===== src/hdl/tced_pkg.sv =====
// ----------------------------------------------------------------------------
// tced_pkg
// Shared constants and types for the three-car dispatcher.
// ----------------------------------------------------------------------------
package tced_pkg;

  localparam int FLOOR_COUNT = 8;
  localparam int FW          = $clog2(FLOOR_COUNT);
  localparam logic [FW-1:0] TOP_FLOOR = FW'(FLOOR_COUNT - 1);

  localparam int CMD_W = 3;
  localparam logic [CMD_W-1:0] CMD_HALL_UP   = 3'd0;
  localparam logic [CMD_W-1:0] CMD_HALL_DOWN = 3'd1;
  localparam logic [CMD_W-1:0] CMD_CAR1      = 3'd2;
  localparam logic [CMD_W-1:0] CMD_SHARED    = 3'd3;
  localparam logic [CMD_W-1:0] CMD_GROUND    = 3'd4;
  localparam logic [CMD_W-1:0] CMD_TICK      = 3'd5;

  localparam logic [1:0] DIR_IDLE = 2'd0;
  localparam logic [1:0] DIR_UP   = 2'd1;
  localparam logic [1:0] DIR_DOWN = 2'd2;

  localparam int IN_W  = 8;
  localparam int OUT_W = 56;

  typedef struct packed {
    logic              load;
    logic              scan;
    logic [1:0]        car;
    logic [FW-1:0]     idx;
  } tced_cmd_t;

  typedef struct packed {
    logic car_done;
  } tced_stat_t;

endpackage


===== src/hdl/tced_ctrl.sv =====
// ----------------------------------------------------------------------------
// tced_ctrl
// Sequencer: takes a transaction, walks the cars and floors on a tick,
// then presents the result.
// ----------------------------------------------------------------------------
module tced_ctrl (
  input  logic                    clk,
  input  logic                    rst_n,
  input  logic                    in_tvalid,
  input  logic [tced_pkg::CMD_W-1:0] in_command,
  output logic                    in_tready,
  output logic                    out_tvalid,
  input  logic                    out_tready,
  input  tced_pkg::tced_stat_t    stat,
  output tced_pkg::tced_cmd_t     cmd
);
  import tced_pkg::*;

  typedef enum logic [2:0] {
    ST_WAIT = 3'b001,
    ST_SCAN = 3'b010,
    ST_SEND = 3'b100
  } state_t;

  state_t        state_r, state_nxt;
  logic [1:0]    car_r, car_nxt;
  logic [FW-1:0] idx_r, idx_nxt;

  assign in_tready  = (state_r == ST_WAIT);
  assign out_tvalid = (state_r == ST_SEND);

  always_comb begin
    cmd.load = in_tvalid && in_tready;
    cmd.scan = (state_r == ST_SCAN);
    cmd.car  = car_r;
    cmd.idx  = idx_r;
  end

  always_comb begin
    state_nxt = state_r;
    car_nxt   = car_r;
    idx_nxt   = idx_r;
    unique case (state_r)
      ST_WAIT: begin
        if (in_tvalid) begin
          car_nxt = 2'd0;
          idx_nxt = '0;
          state_nxt = (in_command == CMD_TICK) ? ST_SCAN : ST_SEND;
        end
      end
      ST_SCAN: begin
        if (stat.car_done) begin
          idx_nxt = '0;
          if (car_r == 2'd2) begin
            state_nxt = ST_SEND;
          end else begin
            car_nxt = car_r + 2'd1;
          end
        end else begin
          idx_nxt = idx_r + 1'b1;
        end
      end
      ST_SEND: begin
        if (out_tready) state_nxt = ST_WAIT;
      end
      default: state_nxt = ST_WAIT;
    endcase
  end

  always_ff @(posedge clk) begin
    if (!rst_n) begin
      state_r <= ST_WAIT;
      car_r   <= 2'd0;
      idx_r   <= '0;
    end else begin
      state_r <= state_nxt;
      car_r   <= car_nxt;
      idx_r   <= idx_nxt;
    end
  end

endmodule


===== src/hdl/tced_dp.sv =====
// ----------------------------------------------------------------------------
// tced_dp
// Car and call state; evaluates one floor of one car per scan cycle.
// ----------------------------------------------------------------------------
module tced_dp (
  input  logic                          clk,
  input  logic                          rst_n,
  input  tced_pkg::tced_cmd_t           cmd,
  input  logic [tced_pkg::CMD_W-1:0]    in_command,
  input  logic [tced_pkg::FW-1:0]       in_floor,
  output tced_pkg::tced_stat_t          stat,
  output logic [tced_pkg::OUT_W-1:0]    result
);
  import tced_pkg::*;

  logic [FW-1:0]          pos_r [3];
  logic [2:0]             up_r, dn_r;
  logic [FLOOR_COUNT-1:0] hup_r, hdn_r;
  logic [FLOOR_COUNT-1:0] cab_r [3];

  logic [FW-1:0] p, f, r, np_up, np_dn;
  logic [1:0]    q;
  logic          mv_up, mv_dn, gu, gd, serves, hu, hd, cb;
  logic          ahead_up, ahead_dn, far_a, far_b, com_a, com_b, wa, wb;
  logic [FW:0]   sum, twof;

  always_comb begin
    p     = pos_r[cmd.car];
    mv_up = up_r[cmd.car];
    mv_dn = dn_r[cmd.car] && !mv_up;
    f     = mv_dn ? cmd.idx : TOP_FLOOR - cmd.idx;
    if (cmd.car == 2'd0) q = f[0] ? 2'd2 : 2'd1;
    else                 q = 2'd0;
    r  = pos_r[q];
    gu = up_r[q];
    gd = dn_r[q];
    case (cmd.car)
      2'd0:    serves = 1'b1;
      2'd1:    serves = !f[0];
      default: serves = f[0] || (f == '0);
    endcase
    hu = hup_r[f];
    hd = hdn_r[f];
    cb = cab_r[cmd.car][f];
    ahead_up = cb || (serves && (hu || hd) && (gd || r <= p || r > f));
    ahead_dn = cb || (serves && (hu || hd) && (gu || r >= p || r < f));
    sum  = {1'b0, r} + {1'b0, p};
    twof = {f, 1'b0};
    far_a = (cmd.car == 2'd0) ? (sum >= twof) : (sum > twof);
    far_b = (cmd.car == 2'd0) ? (sum <= twof) : (sum < twof);
    com_a = (r < p) || (r == p && !gu) || (r > f && far_a);
    com_b = (r > p) || (r == p && !gd) || (r < f && far_b);
    wa = (hu && ((gd && r < f) || com_a)) || (hd && ((gu && r > f) || com_a));
    wb = (hd && ((gu && r > f) || com_b)) || (hu && ((gd && r < f) || com_b));
    np_up = p + 1'b1;
    np_dn = p - 1'b1;
    if (mv_up)      stat.car_done = (f <= p) || ahead_up;
    else if (mv_dn) stat.car_done = (f >= p) || ahead_dn;
    else            stat.car_done = (cmd.idx == TOP_FLOOR) ||
                                    (f > p && (cb || (serves && wa))) ||
                                    (f < p && (cb || (serves && wb)));
  end

  always_ff @(posedge clk) begin
    if (!rst_n) begin
      for (int i = 0; i < 3; i++) begin
        pos_r[i] <= '0;
        cab_r[i] <= '0;
      end
      up_r  <= '0;
      dn_r  <= '0;
      hup_r <= '0;
      hdn_r <= '0;
    end else if (cmd.load) begin
      case (in_command)
        CMD_HALL_UP:   if (in_floor != TOP_FLOOR) hup_r[in_floor] <= 1'b1;
        CMD_HALL_DOWN: if (in_floor != '0) hdn_r[in_floor] <= 1'b1;
        CMD_CAR1:      cab_r[0][in_floor] <= 1'b1;
        CMD_SHARED: begin
          if (in_floor[0]) cab_r[2][in_floor] <= 1'b1;
          else             cab_r[1][in_floor] <= 1'b1;
        end
        CMD_GROUND:    cab_r[2][0] <= 1'b1;
        default: ;
      endcase
    end else if (cmd.scan) begin
      if (mv_up) begin
        if (f <= p) begin
          up_r[cmd.car] <= 1'b0;
        end else if (ahead_up) begin
          pos_r[cmd.car] <= np_up;
          if (np_up == f) begin
            hup_r[f] <= 1'b0;
            hdn_r[f] <= 1'b0;
          end else begin
            hup_r[np_up] <= 1'b0;
          end
          cab_r[cmd.car][np_up] <= 1'b0;
        end
      end else if (mv_dn) begin
        if (f >= p) begin
          dn_r[cmd.car] <= 1'b0;
        end else if (ahead_dn) begin
          pos_r[cmd.car] <= np_dn;
          if (np_dn == f) begin
            hup_r[f] <= 1'b0;
            hdn_r[f] <= 1'b0;
          end else begin
            hdn_r[np_dn] <= 1'b0;
          end
          cab_r[cmd.car][np_dn] <= 1'b0;
        end
      end else begin
        if (f > p) begin
          if (cb || (serves && wa)) up_r[cmd.car] <= 1'b1;
        end else if (f < p) begin
          if (cb || (serves && wb)) dn_r[cmd.car] <= 1'b1;
        end else begin
          hup_r[f] <= 1'b0;
          hdn_r[f] <= 1'b0;
          cab_r[cmd.car][f] <= 1'b0;
        end
      end
    end
  end

  function automatic logic [1:0] dir_code(input logic u, input logic d);
    dir_code = u ? DIR_UP : (d ? DIR_DOWN : DIR_IDLE);
  endfunction

  assign result = {1'b0, cab_r[2], cab_r[1], cab_r[0], hdn_r, hup_r,
                   dir_code(up_r[2], dn_r[2]), dir_code(up_r[1], dn_r[1]),
                   dir_code(up_r[0], dn_r[0]), pos_r[2], pos_r[1], pos_r[0]};

endmodule


===== src/hdl/three_car_elevator_dispatcher_unit.sv =====
// ----------------------------------------------------------------------------
// three_car_elevator_dispatcher_unit
// Three-car, eight-floor dispatcher with button latching and move ticks.
// ----------------------------------------------------------------------------
// Each input transaction yields one result transaction with the state after
// the update. A button event presents its result the cycle after it is
// accepted. A tick scans floors one per cycle for car one, two and three in
// turn, stopping early per car once a decision is made, then presents the
// result and returns to idle once it is taken.
// Input is accepted only while no result is outstanding.
module three_car_elevator_dispatcher_unit (
  input  logic                        clk,
  input  logic                        rst_n,
  input  logic                        in_tvalid,
  output logic                        in_tready,
  input  logic [tced_pkg::IN_W-1:0]   in_tdata,  // command[2:0], floor[5:3]
  output logic                        out_tvalid,
  input  logic                        out_tready,
  // car_one_floor[2:0], car_two_floor[5:3], car_three_floor[8:6],
  // car_one_direction[10:9], car_two_direction[12:11], car_three_direction[14:13],
  // pending_up_calls[22:15], pending_down_calls[30:23], car_one_requests[38:31],
  // car_two_requests[46:39], car_three_requests[54:47]
  output logic [tced_pkg::OUT_W-1:0]  out_tdata
);
  import tced_pkg::*;

  tced_cmd_t  cmd;
  tced_stat_t stat;

  tced_ctrl u_ctrl (
    .clk        (clk),
    .rst_n      (rst_n),
    .in_tvalid  (in_tvalid),
    .in_command (in_tdata[CMD_W-1:0]),
    .in_tready  (in_tready),
    .out_tvalid (out_tvalid),
    .out_tready (out_tready),
    .stat       (stat),
    .cmd        (cmd)
  );

  tced_dp u_dp (
    .clk        (clk),
    .rst_n      (rst_n),
    .cmd        (cmd),
    .in_command (in_tdata[CMD_W-1:0]),
    .in_floor   (in_tdata[CMD_W+FW-1:CMD_W]),
    .stat       (stat),
    .result     (out_tdata)
  );

endmodule


===== config.mk =====
export PLATFORM = sky130hd
export DESIGN_NAME = three_car_elevator_dispatcher_unit
export DESIGN_NICKNAME = d
export VERILOG_FILES = /design/src/hdl/tced_pkg.sv /design/src/hdl/tced_ctrl.sv /design/src/hdl/tced_dp.sv /design/src/hdl/three_car_elevator_dispatcher_unit.sv
export SDC_FILE = /design/constraint.sdc
export NUM_CORES = 1
export LEC_CHECK = 0
export ABC_CLOCK_PERIOD_IN_PS = 7300
export BUFFER_PORTS_ARGS = -buffer_cell sky130_fd_sc_hd__buf_2
export CAP_MARGIN = 40
export CORE_UTILIZATION = 50
export DETAILED_ROUTE_END_ITERATION = 10
export PLACE_DENSITY_LB_ADDON = 0.12
export SKIP_CTS_REPAIR_TIMING = 1
export SLEW_MARGIN = 10
export SYNTH_ARGS = -nofsm -noshare
export SYNTH_HDL_FRONTEND = slang
export SYNTH_HIERARCHICAL = 1
export SYNTH_SLANG_ARGS = --single-unit

===== constraint.sdc =====
create_clock -name clk -period 7.3 [get_ports clk]
set_input_delay 1.095 -clock clk [delete_from_list [all_inputs] [get_ports clk]]
set_output_delay 1.095 -clock clk [all_outputs]
set_load 0.01 [all_outputs]

==> flow_metrics.tcl <==
set metrics [dict create \
    status "completed" \
    min_path_cells 2 \
    number_of_buffers_created_by_cts 9 \
    die_w_um 110 \
    worst_ep_arrival_time_ns 6.11 \
    cts_tree "done" \
    gr-total-overflow 0 \
    critical_path.slowest_cell "sky130_fd_sc_hd__a222oi_1" \
    worst_ir_drop_vdd_mv 0.131 \
    floorplan.rows 39 \
    synthTopCellsByArea "sky130_fd_sc_hd__edfxtp_1 23%, sky130_fd_sc_hd__dfxtp_1 10%, sky130_fd_sc_hd__mux4_2 5.8%" \
    largest_net_degree_at_the_start_of_global_routing 58 \
    path_cells "mux2_4, a22o_2, nor2_4, xnor2_4, inv_4, nand2_1, a31oi_1, ha_1, a21oi_1, o21ai_0, and2_1, nor4_2, o21ai_2, a222oi_1, and4_1" \
    yosys.cell_count.top_type "sky130_fd_sc_hd__nor2_1" \
    drt_pass1_iterations 5 \
    met3_usage_pct 6.16 \
    number_of_buffers_added_on_ports 66 \
    critical_path_class "register to register" \
    placed_cells 843 \
    num_vias 5557 \
    syn_to_final_growth_pct 12.5 \
    syn_area_per_cell_sq_um 8.84 \
    max-cap-violations 0 \
    worst_setup_path_start_kind "register" \
    max-slew-margin-rel_pct 25.6 \
    die_height_um 110 \
    combinational_family_with_the_most_area_after_synthesis "simple AND/OR/NAND/NOR gates" \
    wire_length_of_the_first_global_routing_pass_um 28100 \
    yosys.area.top_type "sky130_fd_sc_hd__edfxtp_1" \
    post_synth_fa_ha_maj_area_fraction_pct 4.43 \
    synthXorXnorAreaFrac_pct 2.58 \
    timing.critical_path.fanout_max 12 \
    seq_area_frac_synth_pct 33.0 \
    fin_worst_skew_ns 0.0117 \
    worst-r2r-cell-count 15 \
    required_arrival_time_at_the_worst_endpoint_ns 7.43 \
    finalSetupViolCount 0 \
    hold_viol 0 \
    worst_setup_hold_path_clk_slew_ns 0.06 \
    synth_edf_count 44 \
    crit_path_max_delay_family "compound AO/OA/AOI/OAI gates" \
    synth-compound-area-share_pct 22.0 \
    min_period_over_period_pct 82.0 \
    drive_gt1_share_pct 20.5 \
    cts.sink_count 74 \
    cp.depth 15 \
    worst_slew_pin_slew_ns 1.12 \
    cts_buffer_depth 2 \
    synthSimpleGateAreaFrac_pct 23.1 \
    finalCriticalPeriod_ns 5.98 \
    synth_top_area_share_pct 22.7 \
    io-pin-count 70 \
    post_synthesis_sequential_element_count 74 \
    rsz0062_at_grt "false" \
    drtIter0Drc 531 \
    clockRootBuffer "sky130_fd_sc_hd__clkbuf_16" \
    gr-usage-all-layers_pct 31.2 \
    vias_per_cell 6.47 \
    tns_ns 0 \
    wire_length_per_cell_after_detailed_routing_um 21.1 \
    wirelength_um 18100 \
    worst_skew_pair.late_latency_ns 0.34 \
    maximum_level_of_the_cts_h_tree 3 \
    yosys_warnings 6 \
    cpPeakStageDelay_ns 1.01 \
    yosys-mux-area-fraction_pct 9.68 \
    ys_top_cells_by_count "70 x sky130_fd_sc_hd__nor2_1, 58 x sky130_fd_sc_hd__nand2_1, 45 x sky130_fd_sc_hd__o21ai_0" \
    leakage_nw 2.49 \
    post_synth_arst_share_pct 0 \
    postSynthCellCount 658 \
    grt_most_used_layer "met2" \
    critical_path_buf_inv_count 1 \
    synth_cell_types 93 \
    route.detailed.drc 0 \
    endpoint_kind "register" \
    starting_density_of_the_core_pct 51.2 \
    synth.cell_area_sq_um 5820 \
    final_cells 859 \
    globalRouteMet2Util_pct 48.9 \
    timing.reg2reg.setup_slack_ns 1.32 \
    grt_util_met1_pct 43.0 \
    routabilityCongestion 0.952 \
    grt_antenna_before_repair 2 \
    count_of_nets_left_with_antenna_violations_after_detail_routing 0 \
    maxClockFrequency_ghz 0.167 \
    dominantRegCellSynth "sky130_fd_sc_hd__edfxtp_1" \
    pins_over_slew_limit 0 \
    power_density_nw_per_um2 160 \
    hold_path.class "register to register" \
    die_area_sq_um 12100 \
    nets 743 \
    first_global_vias 5100 \
    ant_diodes 0 \
    dp_hpwl_um 13400 \
    core_sq_um 11400 \
]
## area by class of cell
cell class	count	area, sq um
Clock inverter	6	70.1
Fill cell	1030	4820
Sequential cell	74	1920
Timing Repair Buffer	76	405
Clock buffer	10	239
Tap cell	143	179
Inverter	28	108
Multi-Input combinational cell	522	3620
## power by group
group          switching, W  internal (W)  total, W
clock network      0.000190      0.000278  0.000468
logic             0.0000763     0.0000403  0.000117
registers         0.0000102      0.000454  0.000464
## worst paths after layout
check | to | startpoint
min reg2reg | u_dp/hup_r[7] | u_dp/hup_r[7]
min | u_dp/hup_r[7] | u_dp/hup_r[7]
max | u_dp/cab_r[3][6] | u_ctrl/car_r[1]
max reg2reg | u_dp/cab_r[3][6] | u_ctrl/car_r[1]
## stage by stage
| step | total power (W) | worst slack (ns) | hold WS, ns | cell area (sq um) | util [%] |
|---|---|---|---|---|---|
| floorplan | 0.000549 | 2.78 | 0.442 | 5840 | - |
| global placement | 0.000584 | 1.53 | 0.448 | 6230 | 54.8 |
| detailed placement | 0.000587 | 1.46 | 0.466 | 6240 | 54.8 |
| CTS | 0.00105 | 1.44 | 0.475 | 6550 | 57.6 |
| global route | 0.00108 | 1.00 | 0.503 | 6550 | 57.6 |
| finish | 0.00105 | 1.32 | 0.474 | 6550 | 57.6 |
## metal layers
layer	wire length, um	share of wire (%)	up-vias
met1	7690	42	2653
li1	-	-	2577
met4	372	2.1	0
met3	1620	8.9	32
met5	0	0	-
met2	8460	47	295
## kinds of logic (layout without fill, tap and decap cells)
kind of cell / count (synthesis) / after routing
buffers and inverters: 68 / 120
adder cells (fa/ha/maj): 20 / 20
multiplexers: 36 / 36
flip-flops: 74 / 74
other: 1 / 7
AO/OA/AOI/OAI: 187 / 187
XOR/XNOR: 15 / 15
AND/OR/NAND/NOR: 257 / 257
## state kept, by name, indices dropped and copies added, names as in the netlist, named ones only
| register | flops |
|---|---|
| u_dp/hdn_r | 8 |
| u_dp/cab_r | 32 |
| u_ctrl/state_r | 3 |
| u_dp/hup_r | 8 |
| u_dp/pos_r | 12 |
| u_ctrl/car_r | 2 |
| u_ctrl/idx_r | 3 |
## layout by cell type (no fill, tap or decap), types with 14 or more instances in the layout
cell type	count
sky130_fd_sc_hd__a21oi_1	40
sky130_fd_sc_hd__buf_2	66
sky130_fd_sc_hd__dfxtp_1	30
sky130_fd_sc_hd__edfxtp_1	44
sky130_fd_sc_hd__ha_1	19
sky130_fd_sc_hd__inv_1	27
sky130_fd_sc_hd__mux4_2	15
sky130_fd_sc_hd__nand2_1	58
sky130_fd_sc_hd__nand3_1	15
sky130_fd_sc_hd__nor2_1	70
sky130_fd_sc_hd__nor2b_1	16
sky130_fd_sc_hd__nor3_1	29
sky130_fd_sc_hd__o21ai_0	45
sky130_fd_sc_hd__o221ai_1	14
## worst register-to-register path, cell delays in order, from the launching register on
cell and delay, ns:
sky130_fd_sc_hd__dfxtp_1 0.60, sky130_fd_sc_hd__mux2_4 0.36, sky130_fd_sc_hd__a22o_2 0.37, sky130_fd_sc_hd__nor2_4 0.39
sky130_fd_sc_hd__xnor2_4 0.21, sky130_fd_sc_hd__inv_4 0.17, sky130_fd_sc_hd__nand2_1 0.07, sky130_fd_sc_hd__a31oi_1 0.34
sky130_fd_sc_hd__ha_1 0.34, sky130_fd_sc_hd__a21oi_1 0.15, sky130_fd_sc_hd__o21ai_0 0.20, sky130_fd_sc_hd__and2_1 0.25
sky130_fd_sc_hd__nor4_2 0.55, sky130_fd_sc_hd__o21ai_2 0.24, sky130_fd_sc_hd__a222oi_1 1.01, sky130_fd_sc_hd__and4_1 0.53
Power figures use the tool's default switching activity.
